**config.mk**
```make
export PLATFORM = sky130hd
export DESIGN_NAME = grant_reference_free_list
export DESIGN_NICKNAME = d
export VERILOG_FILES = /design/src/hw/rtl/gref_pkg.sv /design/src/hw/rtl/gref_link_mem.sv /design/src/hw/rtl/gref_datapath.sv /design/src/hw/rtl/gref_ctrl.sv /design/src/hw/rtl/grant_reference_free_list.sv
export SDC_FILE = /design/constraint.sdc
export NUM_CORES = 2
export LEC_CHECK = 0
export BUFFER_PORTS_ARGS = -buffer_cell sky130_fd_sc_hd__buf_2
export CAP_MARGIN = 0
export CORE_ASPECT_RATIO = 2
export CORE_MARGIN = 5
export CORE_UTILIZATION = 65
export DETAILED_ROUTE_END_ITERATION = 16
export MAX_ROUTING_LAYER = met4
export PLACE_DENSITY = 0.8
export SLEW_MARGIN = 40
export SYNTH_ARGS = -nofsm -noshare
export SYNTH_HDL_FRONTEND = slang
export SYNTH_HIERARCHICAL = 1
export SYNTH_SLANG_ARGS = --single-unit
```
**constraint.sdc**
```tcl
create_clock -name clk -period 25.2 [get_ports clk]
set_input_delay 2.52 -clock clk [delete_from_list [all_inputs] [get_ports clk]]
set_output_delay 2.52 -clock clk [all_outputs]
set_load 0.1 [all_outputs]
```
**src/hw/rtl/gref_pkg.sv**
```systemverilog
// shared types, constants and helpers for the grant reference free list
package gref_pkg;

  localparam int ENTRIES  = 256;
  localparam int RESERVED = 8;
  localparam int FIELD_W  = 9;
  localparam int IDX_W    = $clog2(ENTRIES);

  localparam logic [FIELD_W-1:0] END_MARK    = FIELD_W'(ENTRIES + 1);
  localparam logic [FIELD_W-1:0] ENTRIES_V   = FIELD_W'(ENTRIES);
  localparam logic [FIELD_W-1:0] RESET_HEAD  = FIELD_W'(RESERVED);
  localparam logic [FIELD_W-1:0] RESET_TOTAL = FIELD_W'(ENTRIES - RESERVED);

  localparam logic [2:0] OP_ALLOC   = 3'd0;
  localparam logic [2:0] OP_FREE    = 3'd1;
  localparam logic [2:0] OP_CHAIN   = 3'd2;
  localparam logic [2:0] OP_CLAIM   = 3'd3;
  localparam logic [2:0] OP_RELEASE = 3'd4;

  localparam logic [1:0] RD_HEAD = 2'd0;
  localparam logic [1:0] RD_REF  = 2'd1;
  localparam logic [1:0] RD_PH   = 2'd2;
  localparam logic [1:0] RD_LINK = 2'd3;

  localparam logic [2:0] FIN_FAIL    = 3'd0;
  localparam logic [2:0] FIN_EMPTY   = 3'd1;
  localparam logic [2:0] FIN_ALLOC   = 3'd2;
  localparam logic [2:0] FIN_FREE    = 3'd3;
  localparam logic [2:0] FIN_CHAIN   = 3'd4;
  localparam logic [2:0] FIN_CLAIM   = 3'd5;
  localparam logic [2:0] FIN_RELEASE = 3'd6;

  typedef struct packed {
    logic [2:0]         op;
    logic [FIELD_W-1:0] count;
    logic [FIELD_W-1:0] ref_req;
    logic [FIELD_W-1:0] priv_head;
  } in_item_t;

  typedef struct packed {
    logic               status;
    logic [FIELD_W-1:0] got_ref;
    logic [FIELD_W-1:0] new_priv_head;
    logic [FIELD_W-1:0] free_left;
  } out_item_t;

  typedef struct packed {
    logic       load;
    logic       rd_en;
    logic [1:0] rd_src;
    logic       fin_en;
    logic [2:0] fin;
  } dp_cmd_t;

  typedef struct packed {
    logic [2:0] op;
    logic       alloc_ok;
    logic       ref_valid;
    logic       ref_is_end;
    logic       ph_valid;
    logic       link_end;
    logic       link_bad;
    logic       k_done;
    logic       n_max;
  } dp_sts_t;

  typedef struct packed {
    logic               rd_en;
    logic [IDX_W-1:0]   rd_addr;
    logic               we;
    logic [IDX_W-1:0]   waddr;
    logic [FIELD_W-1:0] wdata;
  } mem_req_t;

  function automatic logic [FIELD_W-1:0] init_link(input logic [IDX_W-1:0] idx);
    logic [FIELD_W-1:0] v;
    v = (idx == IDX_W'(ENTRIES - 1)) ? END_MARK : (FIELD_W'(idx) + FIELD_W'(1));
    return v;
  endfunction

endpackage

```
**src/hw/rtl/gref_link_mem.sv**
```systemverilog
// next-link table with per-entry written flags and registered read
module gref_link_mem (
  input  logic                      clk,
  input  logic                      rst_n,
  input  gref_pkg::mem_req_t        req,
  output logic [gref_pkg::FIELD_W-1:0] rd_data
);
  import gref_pkg::*;

  logic [FIELD_W-1:0] link_mem [ENTRIES];
  logic [ENTRIES-1:0] written_r;
  logic [FIELD_W-1:0] mem_q_r;
  logic [FIELD_W-1:0] dflt_r;
  logic               hit_r;

  always_ff @(posedge clk) begin
    if (req.we) begin
      link_mem[req.waddr] <= req.wdata;
    end
    if (req.rd_en) begin
      mem_q_r <= link_mem[req.rd_addr];
      dflt_r  <= init_link(req.rd_addr);
    end
  end

  always_ff @(posedge clk) begin
    if (!rst_n) begin
      written_r <= '0;
      hit_r     <= 1'b0;
    end else begin
      if (req.we) begin
        written_r[req.waddr] <= 1'b1;
      end
      if (req.rd_en) begin
        hit_r <= written_r[req.rd_addr];
      end
    end
  end

  assign rd_data = hit_r ? mem_q_r : dflt_r;

endmodule

```
**src/hw/rtl/gref_datapath.sv**
```systemverilog
// operand, walk and free list registers plus result register
module gref_datapath (
  input  logic                         clk,
  input  logic                         rst_n,
  input  gref_pkg::in_item_t           in_item,
  input  gref_pkg::dp_cmd_t            cmd,
  input  logic [gref_pkg::FIELD_W-1:0] rd_data,
  output gref_pkg::dp_sts_t            sts,
  output gref_pkg::mem_req_t           mem_req,
  output gref_pkg::out_item_t          out_item
);
  import gref_pkg::*;

  in_item_t           in_r;
  out_item_t          out_r;
  out_item_t          out_nxt;
  logic [FIELD_W-1:0] free_head_r;
  logic [FIELD_W-1:0] free_head_nxt;
  logic [FIELD_W-1:0] free_total_r;
  logic [FIELD_W-1:0] free_total_nxt;
  logic [FIELD_W-1:0] tail_r;
  logic [FIELD_W-1:0] k_r;
  logic [FIELD_W-1:0] rd_src_val;
  logic [FIELD_W:0]   add_sum;
  logic [FIELD_W-1:0] add_sat;

  // status toward the controller
  always_comb begin
    sts.op         = in_r.op;
    sts.alloc_ok   = (in_r.count != '0) && (in_r.count <= free_total_r) &&
                     (free_head_r < ENTRIES_V);
    sts.ref_valid  = in_r.ref_req < ENTRIES_V;
    sts.ref_is_end = in_r.ref_req == END_MARK;
    sts.ph_valid   = in_r.priv_head < ENTRIES_V;
    sts.link_end   = rd_data == END_MARK;
    sts.link_bad   = rd_data >= ENTRIES_V;
    sts.k_done     = k_r == in_r.count;
    sts.n_max      = k_r >= ENTRIES_V;
  end

  always_comb begin
    case (cmd.rd_src)
      RD_HEAD: rd_src_val = free_head_r;
      RD_REF:  rd_src_val = in_r.ref_req;
      RD_PH:   rd_src_val = in_r.priv_head;
      RD_LINK: rd_src_val = rd_data;
      default: rd_src_val = rd_data;
    endcase
  end

  // saturating add of freed entries
  always_comb begin
    if (cmd.fin == FIN_FREE) begin
      add_sum = {1'b0, free_total_r} + (FIELD_W + 1)'(1);
    end else begin
      add_sum = {1'b0, free_total_r} + {1'b0, k_r};
    end
    add_sat = (add_sum > (FIELD_W + 1)'(ENTRIES)) ? ENTRIES_V : add_sum[FIELD_W-1:0];
  end

  always_comb begin
    mem_req.rd_en   = cmd.rd_en;
    mem_req.rd_addr = rd_src_val[IDX_W-1:0];
    mem_req.we      = 1'b0;
    mem_req.waddr   = tail_r[IDX_W-1:0];
    mem_req.wdata   = free_head_r;
    free_head_nxt   = free_head_r;
    free_total_nxt  = free_total_r;
    out_nxt.status        = 1'b1;
    out_nxt.got_ref       = END_MARK;
    out_nxt.new_priv_head = in_r.priv_head;
    case (cmd.fin)
      FIN_ALLOC: begin
        out_nxt.status  = 1'b0;
        out_nxt.got_ref = free_head_r;
        free_head_nxt   = rd_data;
        free_total_nxt  = free_total_r - in_r.count;
        mem_req.wdata   = END_MARK;
        mem_req.we      = cmd.fin_en;
      end
      FIN_FREE: begin
        out_nxt.status = 1'b0;
        free_head_nxt  = in_r.ref_req;
        free_total_nxt = add_sat;
        mem_req.waddr  = in_r.ref_req[IDX_W-1:0];
        mem_req.we     = cmd.fin_en;
      end
      FIN_CHAIN: begin
        out_nxt.status = 1'b0;
        free_head_nxt  = in_r.ref_req;
        free_total_nxt = add_sat;
        mem_req.we     = cmd.fin_en;
      end
      FIN_CLAIM: begin
        out_nxt.status        = 1'b0;
        out_nxt.got_ref       = in_r.priv_head;
        out_nxt.new_priv_head = rd_data;
      end
      FIN_RELEASE: begin
        out_nxt.status        = 1'b0;
        out_nxt.new_priv_head = in_r.ref_req;
        mem_req.waddr         = in_r.ref_req[IDX_W-1:0];
        mem_req.wdata         = in_r.priv_head;
        mem_req.we            = cmd.fin_en;
      end
      FIN_EMPTY: begin
        out_nxt.status = 1'b0;
      end
      default: begin
        out_nxt.status = 1'b1;
      end
    endcase
    out_nxt.free_left = free_total_nxt;
  end

  always_ff @(posedge clk) begin
    if (cmd.load) begin
      in_r <= in_item;
    end
    if (cmd.rd_en) begin
      tail_r <= rd_src_val;
      k_r    <= (cmd.rd_src == RD_LINK) ? (k_r + FIELD_W'(1)) : FIELD_W'(1);
    end
    if (cmd.fin_en) begin
      out_r <= out_nxt;
    end
  end

  always_ff @(posedge clk) begin
    if (!rst_n) begin
      free_head_r  <= RESET_HEAD;
      free_total_r <= RESET_TOTAL;
    end else if (cmd.fin_en) begin
      free_head_r  <= free_head_nxt;
      free_total_r <= free_total_nxt;
    end
  end

  assign out_item = out_r;

endmodule

```
**src/hw/rtl/gref_ctrl.sv**
```systemverilog
// controller state machine: decode, link walks and result handoff
module gref_ctrl (
  input  logic                clk,
  input  logic                rst_n,
  input  logic                in_valid,
  output logic                in_ready,
  output logic                out_valid,
  input  logic                out_ready,
  input  gref_pkg::dp_sts_t   sts,
  output gref_pkg::dp_cmd_t   cmd
);
  import gref_pkg::*;

  localparam logic [2:0] S_IDLE   = 3'd0;
  localparam logic [2:0] S_DECODE = 3'd1;
  localparam logic [2:0] S_ALLOC  = 3'd2;
  localparam logic [2:0] S_CHAIN  = 3'd3;
  localparam logic [2:0] S_CLAIM  = 3'd4;
  localparam logic [2:0] S_FIN    = 3'd5;

  logic [2:0] state_r;
  logic [2:0] state_nxt;
  logic [2:0] fin_r;
  logic [2:0] fin_nxt;
  logic       out_valid_r;
  logic       out_valid_nxt;

  always_comb begin
    cmd        = '0;
    cmd.fin    = fin_r;
    state_nxt  = state_r;
    fin_nxt    = fin_r;
    in_ready   = state_r == S_IDLE;
    case (state_r)
      S_IDLE: begin
        if (in_valid) begin
          cmd.load  = 1'b1;
          state_nxt = S_DECODE;
        end
      end
      S_DECODE: begin
        state_nxt = S_FIN;
        fin_nxt   = FIN_FAIL;
        case (sts.op)
          OP_ALLOC: begin
            if (sts.alloc_ok) begin
              cmd.rd_en  = 1'b1;
              cmd.rd_src = RD_HEAD;
              state_nxt  = S_ALLOC;
            end
          end
          OP_FREE: begin
            if (sts.ref_valid) begin
              fin_nxt = FIN_FREE;
            end
          end
          OP_CHAIN: begin
            if (sts.ref_is_end) begin
              fin_nxt = FIN_EMPTY;
            end else if (sts.ref_valid) begin
              cmd.rd_en  = 1'b1;
              cmd.rd_src = RD_REF;
              state_nxt  = S_CHAIN;
            end
          end
          OP_CLAIM: begin
            if (sts.ph_valid) begin
              cmd.rd_en  = 1'b1;
              cmd.rd_src = RD_PH;
              state_nxt  = S_CLAIM;
            end
          end
          OP_RELEASE: begin
            if (sts.ref_valid) begin
              fin_nxt = FIN_RELEASE;
            end
          end
          default: begin
            fin_nxt = FIN_FAIL;
          end
        endcase
      end
      S_ALLOC: begin
        if (sts.k_done) begin
          fin_nxt   = FIN_ALLOC;
          state_nxt = S_FIN;
        end else if (sts.link_bad) begin
          fin_nxt   = FIN_FAIL;
          state_nxt = S_FIN;
        end else begin
          cmd.rd_en  = 1'b1;
          cmd.rd_src = RD_LINK;
        end
      end
      S_CHAIN: begin
        if (sts.link_end) begin
          fin_nxt   = FIN_CHAIN;
          state_nxt = S_FIN;
        end else if (sts.link_bad || sts.n_max) begin
          fin_nxt   = FIN_FAIL;
          state_nxt = S_FIN;
        end else begin
          cmd.rd_en  = 1'b1;
          cmd.rd_src = RD_LINK;
        end
      end
      S_CLAIM: begin
        fin_nxt   = FIN_CLAIM;
        state_nxt = S_FIN;
      end
      S_FIN: begin
        if (!out_valid_r || out_ready) begin
          cmd.fin_en = 1'b1;
          state_nxt  = S_IDLE;
        end
      end
      default: begin
        state_nxt = S_IDLE;
      end
    endcase
  end

  always_comb begin
    out_valid_nxt = out_valid_r;
    if (cmd.fin_en) begin
      out_valid_nxt = 1'b1;
    end else if (out_ready) begin
      out_valid_nxt = 1'b0;
    end
  end

  always_ff @(posedge clk) begin
    if (!rst_n) begin
      state_r     <= S_IDLE;
      fin_r       <= FIN_FAIL;
      out_valid_r <= 1'b0;
    end else begin
      state_r     <= state_nxt;
      fin_r       <= fin_nxt;
      out_valid_r <= out_valid_nxt;
    end
  end

  assign out_valid = out_valid_r;

endmodule

```
**src/hw/rtl/grant_reference_free_list.sv**
```systemverilog
// top level of the grant reference free list allocator
//
// one request channel (in_valid/in_ready/in_item) and one result channel
// (out_valid/out_ready/out_item); every accepted request gives one result.
// requests: alloc run, free one, free chain, claim private, release private.
// a request is taken only while the controller is idle; the result sits in
// an output register, so the next request is taken while it waits.
// alloc walks the links of the count entries it takes, free chain walks
// the chain to its end, claim reads one link; free one, release and
// failures found at decode go straight to the final state; a walk stops
// on a bad link or a too long chain.
// the link walk reads the next-link table once per cycle through its
// single read port.
// a new request is taken in the cycle after the result is written.
// if out_ready stays low, the finished result holds, the next request is
// still processed, and its result waits in the final state until the
// output register is free.
// reset (rst_n low, synchronous) empties the output, puts the free list head
// at the first unreserved entry and marks every table entry as unwritten,
// so it reads back its initial link; no clearing pass is needed.
module grant_reference_free_list (
  input  logic                 clk,
  input  logic                 rst_n,
  input  logic                 in_valid,
  output logic                 in_ready,
  input  gref_pkg::in_item_t   in_item,
  output logic                 out_valid,
  input  logic                 out_ready,
  output gref_pkg::out_item_t  out_item
);
  import gref_pkg::*;

  dp_cmd_t            cmd;
  dp_sts_t            sts;
  mem_req_t           mem_req;
  logic [FIELD_W-1:0] rd_data;

  gref_ctrl u_ctrl (
    .clk       (clk),
    .rst_n     (rst_n),
    .in_valid  (in_valid),
    .in_ready  (in_ready),
    .out_valid (out_valid),
    .out_ready (out_ready),
    .sts       (sts),
    .cmd       (cmd)
  );

  gref_datapath u_datapath (
    .clk      (clk),
    .rst_n    (rst_n),
    .in_item  (in_item),
    .cmd      (cmd),
    .rd_data  (rd_data),
    .sts      (sts),
    .mem_req  (mem_req),
    .out_item (out_item)
  );

  gref_link_mem u_link_mem (
    .clk     (clk),
    .rst_n   (rst_n),
    .req     (mem_req),
    .rd_data (rd_data)
  );

endmodule
```
After elaboration in Yosys (flattened, before gate mapping)

Memory sizes are Yosys's and may differ from the RTL's. A register that Yosys moved wholly into a read port is not among the register bits.
Cells that the tools add are included.

Bits in registers: 366
RAM bits: 2304
Input port bits: 34
Output and inout port bits: 30
Memories: 1

Memories:

| name                | words | bits a word | rd ports | clocked after Yosys merged registers in | write ports | line                | source |
|---|---|---|---|---|---|---|---|
| u_link_mem.link_mem | 256   | 9           | 1        | 1                                       | 1           | gref_link_mem.sv:10 | `logic [FIELD_W-1:0] link_mem [ENTRIES];` |

Add/subtract/negate cells: 5
$lt $le $gt $ge: 10
Equal/unequal tests: 26
Multiplexer cells: 55
Bitwise operators: 1
Reduce and logical (&&, ||, !) cells: 20

Operators by type and width:

| cell                                                                             | number |
|---|---|
| 256-bit bitwise OR                                                               | 1 |
| 9-bit case mux with 2 select lines                                               | 5 |
| 3-bit 2-to-1 mux                                                                 | 22 |
| 3-bit case mux with 3 select lines                                               | 4 |
| 8-bit case mux with 4 select lines                                               | 1 |
| 9-bit < comparator, second input constant                                        | 3 |
| 3-bit by 2-bit == test with 1-bit output, second input constant                  | 6 |
| 3-bit == test, second input constant                                             | 6 |
| 9-bit == test, second input constant                                             | 2 |
| 9-bit greater-or-equal comparator, second input constant                         | 2 |
| 8-bit by 9-bit < comparator with 1-bit output, second input constant             | 2 |
| 9-bit 2-to-1 mux                                                                 | 2 |
| 3-bit case mux with 6 select lines                                               | 1 |
| 1-bit 2-to-1 mux                                                                 | 14 |
| 3-bit case mux with 4 select lines                                               | 1 |
| 9-bit by 1-bit adder with 10-bit output, second input constant                   | 1 |
| 9-bit by 9-bit adder with 10-bit output                                          | 1 |
| 10-bit by 9-bit greater-than comparator with 1-bit output, second input constant | 1 |
| 10-bit 2-to-1 mux                                                                | 1 |
| 8-bit by 1-bit adder with 9-bit output, second input constant                    | 1 |
| 9-bit by 1-bit adder with 9-bit output, second input constant                    | 1 |
| 3-bit by 1-bit == test with 1-bit output, second input constant                  | 3 |
| 9-bit == test                                                                    | 1 |
| 9-bit <= comparator                                                              | 1 |
| other kinds (26)                                                                 | 34 |

Logic depth before layout (Yosys ltp)

Depth in word-level cells: 10
Gate-level depth with buffers: 22

Cells and area by module

The synthesis kept the hierarchy.

By module, submodules not included:

| module        | instances | cells each | area each (um^2) | sequential area each (um^2) |
|---|---|---|---|---|
| gref_link_mem | 1         | 4563       | 98763.5          | 74871.8 |
| gref_datapath | 1         | 538        | 5413.9           | 2612.5 |
| gref_ctrl     | 1         | 69         | 590.6            | 140.1 |

Worst setup path after synthesis

Ideal clock, no wire load.

Path kind: register -> register
From: register u_ctrl.fin_r[2]
To: memory u_link_mem.link_mem[0][1] (data pin)
Arrival: 11.186 ns
Path slack: 11.827 ns
Stages on the path, launching flop included: 6
Clock period less this slack: 13.373 ns
Path through: dfxtp_1 > clkbuf_1 > clkbuf_1 > clkbuf_1 > nand2_1 > o21ai_0

RTL lines:

| element                | line                | source |
|---|---|---|
| start, declared        | gref_ctrl.sv:23     | `logic [2:0] fin_r;` |
| start signal, assigned | gref_ctrl.sv:139    | `fin_r <= fin_nxt;` |
| end, declared          | gref_link_mem.sv:10 |  |

==> results.json <==
{
  "syn_area_per_cell_um2": 20.3,
  "wl_um": 286000,
  "setup_violations": 0,
  "drt_iter0_markers": 8373,
  "drc": 0,
  "fmax_ghz": 0.119,
  "reg2reg_to": "u_link_mem/mem_q_r[2]",
  "hp-class": "reg -> reg",
  "pre_cts_slack_ns": 16.55,
  "place_congestion": 0.951,
  "synth_async_sr_flop_share_pct": 0,
  "rr_worst_depth": 17,
  "post_cts_buffers": 0,
  "grt_max_degree": 145,
  "synth-edff-count": 2397,
  "io_pins": 64,
  "hold_violations": 0,
  "via_count": 55700,
  "detail-route-antenna-nets": 0,
  "synthCells": 5170,
  "finalSetupTns_ns": 0,
  "die_area_mm2": 0.170,
  "power_frac_comb_pct": 7.6,
  "ys_ff_latch": 2679,
  "p_clk_share_pct": 38.5,
  "dp.cells": 7168,
  "holdBufCountCts": 0,
  "holdWs_ns": 0.462,
  "overflow": 0,
  "cts_buffers": 215,
  "path_class": "reg -> reg",
  "cp-start-kind": "flop",
  "min_path_cells": 1,
  "syn-num-nets": 5227,
  "htree_levels": 4,
  "numClockSinks": 2679,
  "coreArea_mm2": 0.161,
  "final_cells": 7582,
  "cts_tree": "built",
  "synth_flop_cell": "edfxtp_1",
  "holdPathEnd": "u_link_mem/written_r[30]",
  "cts_resized": 0,
  "cp.required_ns": 25.76,
  "status": "complete, no violations",
  "ys_types": 88,
  "synth_seq_area_share_pct": 74.1,
  "die_height_um": 578,
  "cp.arrival_ns": 8.96,
  "rrSetupSlack_ns": 16.81,
  "cts-root-buf": "clkbuf_16",
  "power_frac_seq_pct": 53.8,
  "setup_ws_ns": 16.81,
  "dr.pass1.iters": 7,
  "grt_use_total_pct": 35.0,
  "antenna_found_initial": 8,
  "yosys_warnings": 6,
  "switchingPower_mw": 2.04,
  "p_per_area_mw_per_mm2": 78.8,
  "final_cell_area_mm2": 0.116,
  "synthesis.area_mm2": 0.105,
  "critPathMaxFanout": 87,
  "synthToLayoutAreaGrowth_pct": 10.7,
  "dpl-instance-area_mm2": 0.108,
  "post-route-util_pct": 72.2,
  "p_int_mw": 7.10,
  "row_count": 208,
  "vdd_ir_drop_max_mv": 0.0613,
  "swShare_pct": 22.3,
  "insertion_delay_ns": 0.84,
  "final_nets": 5349,
  "power_mw": 9.14,
  "min-delay-start": "u_link_mem/written_r[30]",
  "worstMarginPinSlew_ns": 0.993,
  "clock_skew_ns": 0.0605,
  "post-dp-hpwl_um": 168000,
  "slew_headroom_pct": 33.8,
  "wl_per_cell_um": 37.7,
  "worstReg2RegStart": "u_link_mem/hit_r",
  "drive_above_1_share_pct": 29.1,
  "cts_buffer_depth": 4,
  "max_cap_violations": 0,
  "port_buffers": 63,
  "rsz0062_at_grt": "false",
  "end_kind": "flop",
  "via_per_inst": 7.34,
  "p_leak_nw": 35.9,
  "start_util_pct": 65.2,
  "grt_pass1_vias": 57000,
  "finalCriticalPeriod_ns": 8.40,
  "grt_pass1_wl_um": 411000,
  "clk_pin_slew_ns": 0.07,
  "dieWidth_um": 294,
  "finalCritPeriodShare_pct": 33.3,
  "maxSlewViolCount": 0
}
## final cells by class
class	count	area [um2]
well taps	2100	2630
clock buffers	284	6000
inverters	39	146
repair buffers	230	2010
flip-flops and latches	2679	77600
clock inverters	108	1320
multi-input cells	2127	26200
fillers	8416	44600
diodes	15	37.5
## cells by family (layout without fill, tap and decap cells)
group / after synthesis / after routing / share of synthesized area [%]
AO/OA/AOI/OAI: 664 / 664 / 4.54
XOR/XNOR: 27 / 27 / 0.226
adder cells (fa/ha/maj): 23 / 23 / 0.289
buffers and inverters: 364 / 661 / 1.66
flip-flops: 2679 / 2679 / 74.1
multiplexers: 803 / 803 / 16.6
other: 0 / 15 / 0
AND/OR/NAND/NOR: 610 / 610 / 2.62
## layer usage
metal,global-route usage (%),wire length [um]
met3,6.29,28200
met1,39.4,85000
met2,57.1,146000
met4,24.4,26500
met5,-,0
## synth_stat cells (all sizes together) (5+ instances only)
cell     instances  share of area (%)
a2111oi          8              0.073
a211oi           7              0.055
a21boi           5              0.036
a21o             9              0.066
a21oi           81               0.39
a221oi           8              0.073
a22o            14               0.12
a22oi          101               0.72
a31oi           13              0.078
and2            11              0.066
buf            161               0.92
clkbuf         163               0.58
dfxtp          282                5.4
edfxtp        2397                 69
ha              21               0.25
inv             39               0.14
mux2            11               0.12
mux2i           48               0.46
mux4           744                 16
nand2           97               0.35
nand2b          15              0.090
nand3           56               0.27
nand4           17               0.10
nor2           322                1.2
nor2b           25               0.15
nor3            13              0.067
nor3b            5              0.041
nor4            13              0.078
o211a            8              0.076
o211ai          15               0.11
o21a           261                1.9
o21ai           63               0.30
o221ai           8              0.067
o22ai           23               0.14
or3             12              0.082
xnor2           14               0.12
xor2            13               0.11
## how the worst max path moves through the flow
stage | startpoint | endpoint | cells after the start
after floorplan | u_ctrl/fin_r[2] | u_link_mem/link_mem[0][1] | 5
after global placement | u_datapath/k_r[3] | u_link_mem/mem_q_r[2] | 17
after detailed placement | u_link_mem/hit_r | u_link_mem/mem_q_r[2] | 18
after CTS | u_link_mem/hit_r | u_link_mem/mem_q_r[6] | 18
after global routing | u_link_mem/hit_r | u_link_mem/mem_q_r[6] | 18
final | u_link_mem/hit_r | u_link_mem/mem_q_r[2] | 17
## cells in the final DEF (no fill, tap or decap), drive strengths merged, types with 9 or more instances in the layout
master,Yosys,layout
o21ai,63,63
a31oi,13,13
mux2,11,11
mux2i,48,48
edfxtp,2397,2397
nor2b,25,25
a21o,9,9
a22o,14,14
nor2,322,322
dfxtp,282,282
nand3,56,56
clkinv,0,62
clkbuf,163,287
nand2b,15,15
ha,21,21
inv,39,42
a21oi,81,81
nor4,13,13
nor3,13,13
diode,0,15
nand4,17,17
xor2,13,13
xnor2,14,14
o22ai,23,23
o211ai,15,15
clkinvlp,0,15
o21a,261,261
or3,12,12
bufinv,0,28
and2,11,11
mux4,744,744
nand2,97,97
buf,161,227
a22oi,101,101
## worst max-delay path, stage by stage (launching register included)
cell and delay (ns):
dfxtp_1 0.58, mux2_2 0.43, nor4_1 0.28, nand3_1 0.12, nor4_1 0.37, nor3b_1 0.16, o21bai_2 0.32, o21ai_1 0.16
buf_4 0.23, mux4_4 0.90, buf_12 0.42, buf_12 0.53, buf_4 0.73, mux4_2 0.63, mux4_2 0.51, a22oi_1 0.68
a21oi_1 0.24, or4_1 0.55
## flip-flops by register name, indices dropped and copies added, names as in the netlist
name,cells
u_link_mem/dflt_r,9
u_link_mem/written_r,256
u_datapath/out_item,28
u_datapath/k_r,9
u_ctrl/fin_r,3
u_datapath/in_r,27
u_ctrl/out_valid,1
u_datapath/sts,3
u_ctrl/state_r,3
u_link_mem/mem_q_r,9
u_link_mem/link_mem,2304
u_link_mem/hit_r,1
u_datapath/tail_r,8
u_datapath/free_total_r,9
u_datapath/free_head_r,9
## power groups by stage
stage | clock network [mW] | registers [mW] | logic, mW
4_1_cts | 3.54 | 4.92 | 0.676
3_5_place_dp | 0 | 5.02 | 0.667
2_1_floorplan | 0 | 5.10 | 0.407
3_3_place_gp | 0 | 5.02 | 0.635
6_report | 3.52 | 4.92 | 0.697
5_1_grt | 3.74 | 4.92 | 0.719
Note: power is estimated with default switching activity, not from simulation.
